## src/design/rcfp_pkg.sv

```systemverilog
`timescale 1ns / 1ps
// ----------------------------------------------------------------------------
// rcfp_pkg
// Shared widths, register indexes and item types for the frame parser.
// ----------------------------------------------------------------------------
package rcfp_pkg;

  localparam int BYTE_W  = 8;
  localparam int WORD_W  = 16;
  localparam int CHIDX_W = 4;
  localparam int COUNT_W = 16;
  localparam int CFG_IDX_W = 2;

  localparam logic [CFG_IDX_W-1:0] REG_SYNC_WORD   = 2'd0;
  localparam logic [CFG_IDX_W-1:0] REG_NEGATE_MASK = 2'd1;

  localparam logic [WORD_W-1:0] WORD_MIN = 16'h8000;
  localparam logic [WORD_W-1:0] WORD_MAX = 16'h7FFF;

  // Outcome of one complement-checked word pair.
  typedef struct packed {
    logic              verified;
    logic              mismatch;
    logic [WORD_W-1:0] word;
  } word_ev_t;

  // One emitted channel item.
  typedef struct packed {
    logic [CHIDX_W-1:0]       channel_index;
    logic signed [WORD_W-1:0] channel_value;
    logic                     frame_complete;
    logic [COUNT_W-1:0]       frame_count;
    logic [COUNT_W-1:0]       error_count;
  } result_t;

endpackage

```

## src/design/rcfp_if.sv

```systemverilog
`timescale 1ns / 1ps
// ----------------------------------------------------------------------------
// rcfp channel interfaces
// Byte input stream, channel result stream and register write channel.
// ----------------------------------------------------------------------------
interface rcfp_byte_if;
  logic                       valid;
  logic                       ready;
  logic [rcfp_pkg::BYTE_W-1:0] rx_byte;

  modport source (output valid, output rx_byte, input ready);
  modport sink   (input valid, input rx_byte, output ready);
endinterface

interface rcfp_chan_if;
  logic                               valid;
  logic                               ready;
  logic [rcfp_pkg::CHIDX_W-1:0]       channel_index;
  logic signed [rcfp_pkg::WORD_W-1:0] channel_value;
  logic                               frame_complete;
  logic [rcfp_pkg::COUNT_W-1:0]       frame_count;
  logic [rcfp_pkg::COUNT_W-1:0]       error_count;

  modport source (output valid, output channel_index, output channel_value,
                  output frame_complete, output frame_count, output error_count,
                  input ready);
  modport sink   (input valid, input channel_index, input channel_value,
                  input frame_complete, input frame_count, input error_count,
                  output ready);
endinterface

interface rcfp_cfg_if;
  logic                           valid;
  logic                           ready;
  logic [rcfp_pkg::CFG_IDX_W-1:0] index;
  logic [rcfp_pkg::WORD_W-1:0]    data;

  modport source (output valid, output index, output data, input ready);
  modport sink   (input valid, input index, input data, output ready);
endinterface

```

## src/design/rcfp_word_check.sv

```systemverilog
`timescale 1ns / 1ps
// ----------------------------------------------------------------------------
// rcfp_word_check
// Pairs bytes into words, then checks each word against its complement.
// ----------------------------------------------------------------------------
module rcfp_word_check (
  input  logic                          clk,
  input  logic                          rst,
  input  logic                          fire,
  input  logic [rcfp_pkg::BYTE_W-1:0]   rx_byte,
  input  logic [rcfp_pkg::WORD_W-1:0]   sync_word,
  input  logic                          in_frame,
  output rcfp_pkg::word_ev_t            ev
);
  import rcfp_pkg::*;

  logic              expect_low_byte, expect_low_byte_next;
  logic              expect_complement, expect_complement_next;
  logic [BYTE_W-1:0] high_byte_hold;
  logic [WORD_W-1:0] normal_word_hold;
  logic [WORD_W-1:0] word;

  assign word = {high_byte_hold, rx_byte};

  always_comb begin
    expect_low_byte_next   = expect_low_byte;
    expect_complement_next = expect_complement;
    ev          = '0;
    ev.word     = normal_word_hold;
    if (!expect_low_byte) begin
      // hunting: only a sync high byte opens a word
      expect_low_byte_next = in_frame || expect_complement ||
                             (rx_byte == sync_word[WORD_W-1:BYTE_W]);
    end else begin
      expect_low_byte_next = 1'b0;
      if (!expect_complement) begin
        expect_complement_next = 1'b1;
      end else begin
        expect_complement_next = 1'b0;
        if (normal_word_hold == ~word) begin
          ev.verified = fire;
        end else begin
          ev.mismatch = fire;
        end
      end
    end
  end

  always_ff @(posedge clk) begin
    if (rst) begin
      expect_low_byte   <= 1'b0;
      expect_complement <= 1'b0;
    end else if (fire) begin
      expect_low_byte   <= expect_low_byte_next;
      expect_complement <= expect_complement_next;
    end
  end

  always_ff @(posedge clk) begin
    if (fire) begin
      if (!expect_low_byte) begin
        high_byte_hold <= rx_byte;
      end else if (!expect_complement) begin
        normal_word_hold <= word;
      end
    end
  end

endmodule

```

## src/design/rcfp_frame_track.sv

```systemverilog
`timescale 1ns / 1ps
// ----------------------------------------------------------------------------
// rcfp_frame_track
// Frame sync, channel sequencing, sign handling and frame/error counters.
// ----------------------------------------------------------------------------
module rcfp_frame_track #(
  parameter int CHANNELS = 8
) (
  input  logic                        clk,
  input  logic                        rst,
  input  rcfp_pkg::word_ev_t          ev,
  input  logic [rcfp_pkg::WORD_W-1:0] sync_word,
  input  logic [rcfp_pkg::WORD_W-1:0] negate_mask,
  output logic                        in_frame,
  output logic                        res_valid,
  output rcfp_pkg::result_t           res
);
  import rcfp_pkg::*;

  localparam logic [CHIDX_W-1:0] LAST_CH = CHIDX_W'(CHANNELS - 1);

  logic               in_frame_next;
  logic [CHIDX_W-1:0] next_channel, next_channel_next;
  logic [COUNT_W-1:0] frames_seen, frames_seen_next;
  logic [COUNT_W-1:0] errors_seen, errors_seen_next;
  logic               last;
  logic [WORD_W-1:0]  signed_word;

  assign last = (next_channel >= LAST_CH);

  // negation, with the minimum saturating to the maximum
  always_comb begin
    if (negate_mask[next_channel]) begin
      signed_word = (ev.word == WORD_MIN) ? WORD_MAX : (~ev.word + 1'b1);
    end else begin
      signed_word = ev.word;
    end
  end

  always_comb begin
    in_frame_next     = in_frame;
    next_channel_next = next_channel;
    frames_seen_next  = frames_seen;
    errors_seen_next  = errors_seen;
    res_valid         = 1'b0;
    if (ev.mismatch) begin
      in_frame_next     = 1'b0;
      next_channel_next = '0;
      errors_seen_next  = errors_seen + 1'b1;
    end else if (ev.verified) begin
      if (ev.word == sync_word) begin
        in_frame_next     = 1'b1;
        next_channel_next = '0;
      end else if (in_frame) begin
        res_valid = 1'b1;
        if (last) begin
          in_frame_next     = 1'b0;
          next_channel_next = '0;
          frames_seen_next  = frames_seen + 1'b1;
        end else begin
          next_channel_next = next_channel + 1'b1;
        end
      end
    end
    res.channel_index  = next_channel;
    res.channel_value  = signed_word;
    res.frame_complete = last;
    res.frame_count    = frames_seen_next;
    res.error_count    = errors_seen;
  end

  always_ff @(posedge clk) begin
    if (rst) begin
      in_frame     <= 1'b0;
      next_channel <= '0;
      frames_seen  <= '0;
      errors_seen  <= '0;
    end else begin
      in_frame     <= in_frame_next;
      next_channel <= next_channel_next;
      frames_seen  <= frames_seen_next;
      errors_seen  <= errors_seen_next;
    end
  end

endmodule

```

## src/design/rc_complement_frame_parser_core.sv

```systemverilog
`timescale 1ns / 1ps
// ----------------------------------------------------------------------------
// rc_complement_frame_parser_core
// Complement-checked radio frame parser: bytes in, channel items out.
// ----------------------------------------------------------------------------
// Usage:
//  - rx: one received byte per item. Bytes pair into high-then-low words;
//    each word is followed by its bitwise complement. A verified word equal
//    to sync_word starts a frame; the next CHANNELS verified words come out
//    on chan with their index, negated per negate_mask (min saturates).
//  - chan: one item per verified channel word; frame_complete marks the last
//    channel, frame_count/error_count are the running wrapping totals.
//  - cfg: index 0 writes sync_word, 1 writes negate_mask. Always ready;
//    write only while idle. Other indexes are ignored.
//  - Output: a result enters the output buffer as its last byte is taken.
//  - Throughput: one byte per cycle while rx is ready; single-pass decode.
//  - Stall: results sit in a two-entry output buffer (output register plus
//    skid). rx stays ready until both entries are full.
//  - Reset (rst, synchronous): parser hunts for sync, counters and registers
//    clear, output buffer empties.
// ----------------------------------------------------------------------------
module rc_complement_frame_parser_core #(
  parameter int CHANNELS = 8
) (
  input logic         clk,
  input logic         rst,
  rcfp_byte_if.sink   rx,
  rcfp_chan_if.source chan,
  rcfp_cfg_if.sink    cfg
);
  import rcfp_pkg::*;

  logic [WORD_W-1:0] sync_word;
  logic [WORD_W-1:0] negate_mask;
  logic              fire;
  logic              in_frame;
  word_ev_t          ev;
  logic              res_valid;
  result_t           res;

  // output buffer
  logic    out_valid;
  result_t out_data;
  logic    skid_valid;
  result_t skid_data;
  logic    push, pop;

  // config registers
  assign cfg.ready = 1'b1;

  always_ff @(posedge clk) begin
    if (rst) begin
      sync_word   <= '0;
      negate_mask <= '0;
    end else if (cfg.valid) begin
      case (cfg.index)
        REG_SYNC_WORD:   sync_word   <= cfg.data;
        REG_NEGATE_MASK: negate_mask <= cfg.data;
        default: ;
      endcase
    end
  end

  // byte accept: keep going while there is room for one more result
  assign rx.ready = !skid_valid;
  assign fire     = rx.valid && rx.ready;

  rcfp_word_check u_word (
    .clk       (clk),
    .rst       (rst),
    .fire      (fire),
    .rx_byte   (rx.rx_byte),
    .sync_word (sync_word),
    .in_frame  (in_frame),
    .ev        (ev)
  );

  rcfp_frame_track #(
    .CHANNELS (CHANNELS)
  ) u_frame (
    .clk         (clk),
    .rst         (rst),
    .ev          (ev),
    .sync_word   (sync_word),
    .negate_mask (negate_mask),
    .in_frame    (in_frame),
    .res_valid   (res_valid),
    .res         (res)
  );

  assign push = res_valid;
  assign pop  = out_valid && chan.ready;

  always_ff @(posedge clk) begin
    if (rst) begin
      out_valid  <= 1'b0;
      skid_valid <= 1'b0;
    end else if (!out_valid) begin
      out_valid <= push;
    end else if (pop) begin
      if (skid_valid) begin
        skid_valid <= push;
      end else begin
        out_valid <= push;
      end
    end else if (push) begin
      skid_valid <= 1'b1;
    end
  end

  always_ff @(posedge clk) begin
    if (!out_valid) begin
      out_data <= res;
    end else if (pop) begin
      if (skid_valid) begin
        out_data  <= skid_data;
        skid_data <= res;
      end else begin
        out_data <= res;
      end
    end else if (push) begin
      skid_data <= res;
    end
  end

  assign chan.valid          = out_valid;
  assign chan.channel_index  = out_data.channel_index;
  assign chan.channel_value  = out_data.channel_value;
  assign chan.frame_complete = out_data.frame_complete;
  assign chan.frame_count    = out_data.frame_count;
  assign chan.error_count    = out_data.error_count;

  // ordering: the skid entry is only used behind a full output register
  a_skid_behind_out: assert property (@(posedge clk) disable iff (rst)
    skid_valid |-> out_valid)
    else $error("skid entry held with empty output register");

  // channel indexes stay inside the configured frame length
  a_index_range: assert property (@(posedge clk) disable iff (rst)
    chan.valid |-> (chan.channel_index <= CHIDX_W'(CHANNELS - 1)))
    else $error("channel index beyond frame length");

  // frame end is flagged on the last channel only
  a_frame_end: assert property (@(posedge clk) disable iff (rst)
    (chan.valid && chan.frame_complete) |->
      (chan.channel_index == CHIDX_W'(CHANNELS - 1)))
    else $error("frame_complete on a non-final channel");

  // a result cannot appear without a byte taken the cycle before
  a_result_source: assert property (@(posedge clk) disable iff (rst)
    ($rose(out_valid) && !$past(rst)) |-> $past(fire))
    else $error("result without an accepted byte");

endmodule

```

## src/flat_wrapper.sv

```systemverilog
// flat-port wrapper written by rule: the top's interface ports become plain ports
module rc_complement_frame_parser_core_flat import rcfp_pkg::*;
#(
  parameter int CHANNELS = 8
)
  (clk, rst, rx_valid, rx_rx_byte, rx_ready, chan_valid, chan_channel_index, chan_channel_value, chan_frame_complete, chan_frame_count, chan_error_count, chan_ready, cfg_valid, cfg_index, cfg_data, cfg_ready);
  rcfp_byte_if rx_i ();
  rcfp_chan_if chan_i ();
  rcfp_cfg_if cfg_i ();
  input logic clk;
  input logic rst;
  input wire logic [$bits(rx_i.valid)-1:0] rx_valid;
  input wire logic [$bits(rx_i.rx_byte)-1:0] rx_rx_byte;
  output wire logic [$bits(rx_i.ready)-1:0] rx_ready;
  output wire logic [$bits(chan_i.valid)-1:0] chan_valid;
  output wire logic [$bits(chan_i.channel_index)-1:0] chan_channel_index;
  output wire logic [$bits(chan_i.channel_value)-1:0] chan_channel_value;
  output wire logic [$bits(chan_i.frame_complete)-1:0] chan_frame_complete;
  output wire logic [$bits(chan_i.frame_count)-1:0] chan_frame_count;
  output wire logic [$bits(chan_i.error_count)-1:0] chan_error_count;
  input wire logic [$bits(chan_i.ready)-1:0] chan_ready;
  input wire logic [$bits(cfg_i.valid)-1:0] cfg_valid;
  input wire logic [$bits(cfg_i.index)-1:0] cfg_index;
  input wire logic [$bits(cfg_i.data)-1:0] cfg_data;
  output wire logic [$bits(cfg_i.ready)-1:0] cfg_ready;
  assign rx_i.valid = rx_valid;
  assign rx_i.rx_byte = rx_rx_byte;
  assign rx_ready = rx_i.ready;
  assign chan_valid = chan_i.valid;
  assign chan_channel_index = chan_i.channel_index;
  assign chan_channel_value = chan_i.channel_value;
  assign chan_frame_complete = chan_i.frame_complete;
  assign chan_frame_count = chan_i.frame_count;
  assign chan_error_count = chan_i.error_count;
  assign chan_i.ready = chan_ready;
  assign cfg_i.valid = cfg_valid;
  assign cfg_i.index = cfg_index;
  assign cfg_i.data = cfg_data;
  assign cfg_ready = cfg_i.ready;
  rc_complement_frame_parser_core #(.CHANNELS(CHANNELS)) u_core (.clk(clk), .rst(rst), .rx(rx_i), .chan(chan_i), .cfg(cfg_i));
endmodule
```

## config.mk

```make
export PLATFORM = sky130hd
export DESIGN_NAME = rc_complement_frame_parser_core_flat
export DESIGN_NICKNAME = d
export VERILOG_FILES = /design/src/design/rcfp_pkg.sv /design/src/design/rcfp_if.sv /design/src/design/rcfp_word_check.sv /design/src/design/rcfp_frame_track.sv /design/src/design/rc_complement_frame_parser_core.sv /design/src/flat_wrapper.sv
export SDC_FILE = /design/constraint.sdc
export NUM_CORES = 1
export LEC_CHECK = 0
export ABC_AREA = 1
export BUFFER_PORTS_ARGS = -buffer_cell sky130_fd_sc_hd__clkbuf_2
export CAP_MARGIN = 20
export CORE_MARGIN = 3
export CORE_UTILIZATION = 29
export CTS_CLUSTER_DIAMETER = 50
export CTS_CLUSTER_SIZE = 25
export DETAILED_ROUTE_END_ITERATION = 10
export PLACE_DENSITY = 0.49
export SLEW_MARGIN = 20
export SYNTH_ARGS = -nofsm -noshare
export SYNTH_HDL_FRONTEND = slang
export SYNTH_SLANG_ARGS = --single-unit
```

## constraint.sdc

```tcl
create_clock -name clk -period 5.06 [get_ports clk]
set_clock_uncertainty 0.05 [all_clocks]
set_input_delay 0.253 -clock clk [delete_from_list [all_inputs] [get_ports clk]]
set_output_delay 0.253 -clock clk [all_outputs]
set_load 0.005 [all_outputs]
```

==> impl_metrics.ini <==
[die]
rows = 65
core_um2 = 31700
die_x_um = 186
start_util = 0.296
die_h_um = 186
boundaryPins = 87
die_area_um2 = 34500

[logic_synthesis]
netlist_area_um2 = 9380
ys_ff_latch = 203
ys_types = 36
synth-seq-area-share = 0.572
ys_warn_count = 0
synth_nets = 1127
syn_avg_cell_area_um2 = 8.59
synthCells = 1092

[sta]
final.period_utilization = 0.654
rsz0062_at_grt = no
period_minus_slack_ns = 3.31
drv_slew = 0
worst_slew_pin_slew_ns = 1.00
finalSetupViolations = 0
finalHoldViolCount = 0
relSlewSlack = 0.331
fmax_mhz = 302
setup_tns_ns = 0

[clock_tree]
clockBufferDepth = 3
cts_setup_buffers = 0
cts.sinks = 203
cts-root-buf = clkbuf_16
clk_latency_ns = 0.55
cts_tree = yes
clkTransAtPathRegs_ns = 0.06
htreeDepth = 1
numCtsBuffers = 26

[placement]
portBuffers = 85
detailed_place_hpwl_um = 18000
place_congestion = 0.907
dp.cells = 1550

[pwr]
peakVddDrop_mv = 0.259
p_per_area_nw_per_um2 = 340
power.leakage_nw = 4.66

[worst_setup_path]
rrSetupSlack_ns = 1.75
cp-start-kind = register
worst_ep_required_time_ns = 5.18
cp_max_fo = 34
ff2ff_path_depth = 11
reg2reg_from = u_core.u_word.normal_word_hold[7]
path_class = reg2reg
endpoint_kind = register
crit_start = u_core.u_word.normal_word_hold[7]
cp.arrival_ns = 3.42
r2r-end = u_core.skid_data[48]

[final_layout]
layout.cells.non_filler = 1620
antennaDiodeCount = 0
area_delta_synth_final_pct = 21.1
drive_gt1_frac = 0.152
nNetsFinal = 1233
post-route-util = 0.358

[global_routing]
antenna_found_initial = 0
grt_pass1_vias = 7014
grt_usage = 0.141
grt-ovfl-total = 0
grt_max_degree = 67
grt_pass1_wl_um = 38600

[route]
firstDrtPassIters = 5
drcViolationCount = 0
ant_nets = 0
routed_wl_um = 24600
wl_per_cell_um = 15.2
drtIter0Drc = 485
avgViaCountPerCell = 4.53
vias = 7333

[worst_hold_path]
hold_start = cfg_data[6]
min_path_cells = 3
hp-class = in2reg
worstHoldEndpoint = u_core.negate_mask[6]

[outcome]
status = finished clean

[run]
cap_violations = 0
kinds of logic (layout without fill, tap and decap cells):
family,Yosys count,after routing,synth area share
AO/OA/AOI/OAI,167,167,0.0906
XOR/XNOR,15,15,0.0172
adder cells (fa/ha/maj),4,4,0.00534
buffers and inverters,154,280,0.0647
flip-flops,203,203,0.572
other,1,1,0.000400
AND/OR/NAND/NOR,548,548,0.250
worst max-delay path, cell delays in order, from the launching register on:
cell      delay [ns]
edfxtp_1        0.48
inv_1           0.18
nand2_1         0.09
nand2_1         0.07
nor2_1          0.14
nand2_1         0.12
nor2_4          0.12
nand3_4         0.16
nor2_2          0.25
inv_1           0.12
a21oi_4         0.58
buf_4           0.52
layout by cell type, fill, tap and decap left out, types with 5 or more instances in the layout:
| master | count |
|---|---|
| clkbuf_2 | 85 |
| dfxtp_1 | 73 |
| inv_1 | 105 |
| clkbuf_16 | 27 |
| inv_6 | 6 |
| buf_4 | 5 |
| nand2_2 | 8 |
| o21ai_0 | 86 |
| nor2_2 | 6 |
| nand3b_1 | 6 |
| nand3_1 | 54 |
| nor2_1 | 60 |
| inv_2 | 15 |
| nand2_1 | 361 |
| nand4_1 | 12 |
| a21oi_1 | 70 |
| nor3_1 | 20 |
| edfxtp_1 | 130 |
| dlygate4sd3_1 | 21 |
| and2_1 | 6 |
| xor2_1 | 8 |
| nor2_4 | 8 |
timing repair:
item	CTS	global route
hold buffers	21	0
hold endpoints to repair	33	0
gates resized for setup	0	0
registers in the layout, indices dropped and copies added (netlist names):
| name | cells |
|---|---|
| u_core.chan.frame_complete | 1 |
| u_core.negate_mask | 16 |
| u_core.u_word.normal_word_hold | 16 |
| u_core.skid_valid | 1 |
| u_core.chan.frame_count | 16 |
| u_core.u_frame.frames_seen | 16 |
| u_core.u_frame.in_frame | 1 |
| u_core.skid_data | 53 |
| u_core.chan.channel_index | 4 |
| u_core.chan.error_count | 16 |
| u_core.u_word.expect_complement | 1 |
| u_core.u_frame.next_channel | 4 |
| u_core.u_frame.errors_seen | 16 |
| u_core.u_word.expect_low_byte | 1 |
| u_core.sync_word | 16 |
| u_core.chan.channel_value | 16 |
| u_core.chan.valid | 1 |
| u_core.u_word.high_byte_hold | 8 |
metal layers:
metal  track usage  vias up  share of wire
met4        0.0357        0          0.022
li1              -     3806              -
met2         0.227      139           0.45
met3        0.0215       31          0.037
met5             0        -              0
met1         0.200     3357           0.49
worst max-delay path by stage:
stage | end | cells past startpoint | slack (ns)
after floorplan | u_core.skid_data[0] | 9 | 0.60
after global placement | u_core.skid_data[36] | 11 | 1.71
after detailed placement | u_core.skid_data[36] | 11 | 1.75
after CTS | u_core.skid_data[36] | 11 | 1.75
after global routing | u_core.skid_data[42] | 11 | 1.49
final | u_core.skid_data[48] | 11 | 1.75
final cells by class:
class / instances / area (um^2)
clock buffers: 29 / 703
clock inverters: 19 / 228
fillers: 3296 / 20400
inverters: 120 / 450
multi-input cells: 735 / 3420
flip-flops and latches: 203 / 5370
well taps: 402 / 503
repair buffers: 112 / 684
synth_stat cells:
master / number / area (um^2)
nand2_1: 362 / 1360
buf_4: 4 / 30.0
nand3_4: 1 / 17.5
o21ai_1: 4 / 20.0
edfxtp_1: 130 / 3900
a21oi_1: 71 / 355
xor2_1: 8 / 70.1
conb_1: 1 / 3.75
nor2_2: 5 / 31.3
o21ai_0: 86 / 430
nand4_1: 12 / 75.1
o211ai_1: 1 / 7.51
inv_2: 14 / 52.6
and2_1: 6 / 37.5
a31oi_1: 2 / 12.5
nand3_2: 1 / 10.0
inv_1: 106 / 398
ha_1: 4 / 50.1
buf_2: 5 / 25.0
nand2_2: 7 / 43.8
nor3_1: 20 / 100
buf_6: 1 / 11.3
nor4_1: 4 / 25.0
xor2_2: 4 / 65.1
nand3b_1: 6 / 45.0
or2_2: 1 / 6.26
dfxtp_1: 73 / 1460
nor2_1: 61 / 229
nand3_1: 54 / 270
a21o_1: 1 / 7.51
buf_1: 2 / 7.51
a21oi_2: 1 / 8.76
clkbuf_1: 22 / 82.6
xnor2_1: 3 / 26.3
a211oi_1: 1 / 7.51
nor2_4: 8 / 90.1
stage by stage:
step | power (mW) | worst slack, ns | instance area (um^2) | hold slack, ns
after floorplan | 1.89 | 0.595 | 9380 | 0.281
after global placement | 1.95 | 1.71 | 10200 | 0.385
after detailed placement | 1.95 | 1.75 | 10200 | 0.386
after CTS | 3.91 | 1.75 | 11300 | 0.000942
after global routing | 4.00 | 1.49 | 11400 | 0.0233
final | 3.86 | 1.75 | 11400 | 0.00698
report_power, final:
part,internal [mW],switching [mW],total [mW]
Sequential,1.77,0.0140,1.78
Clock,1.11,0.829,1.94
Combinational,0.0506,0.0877,0.138
Note: power is estimated with default switching activity, not from simulation.
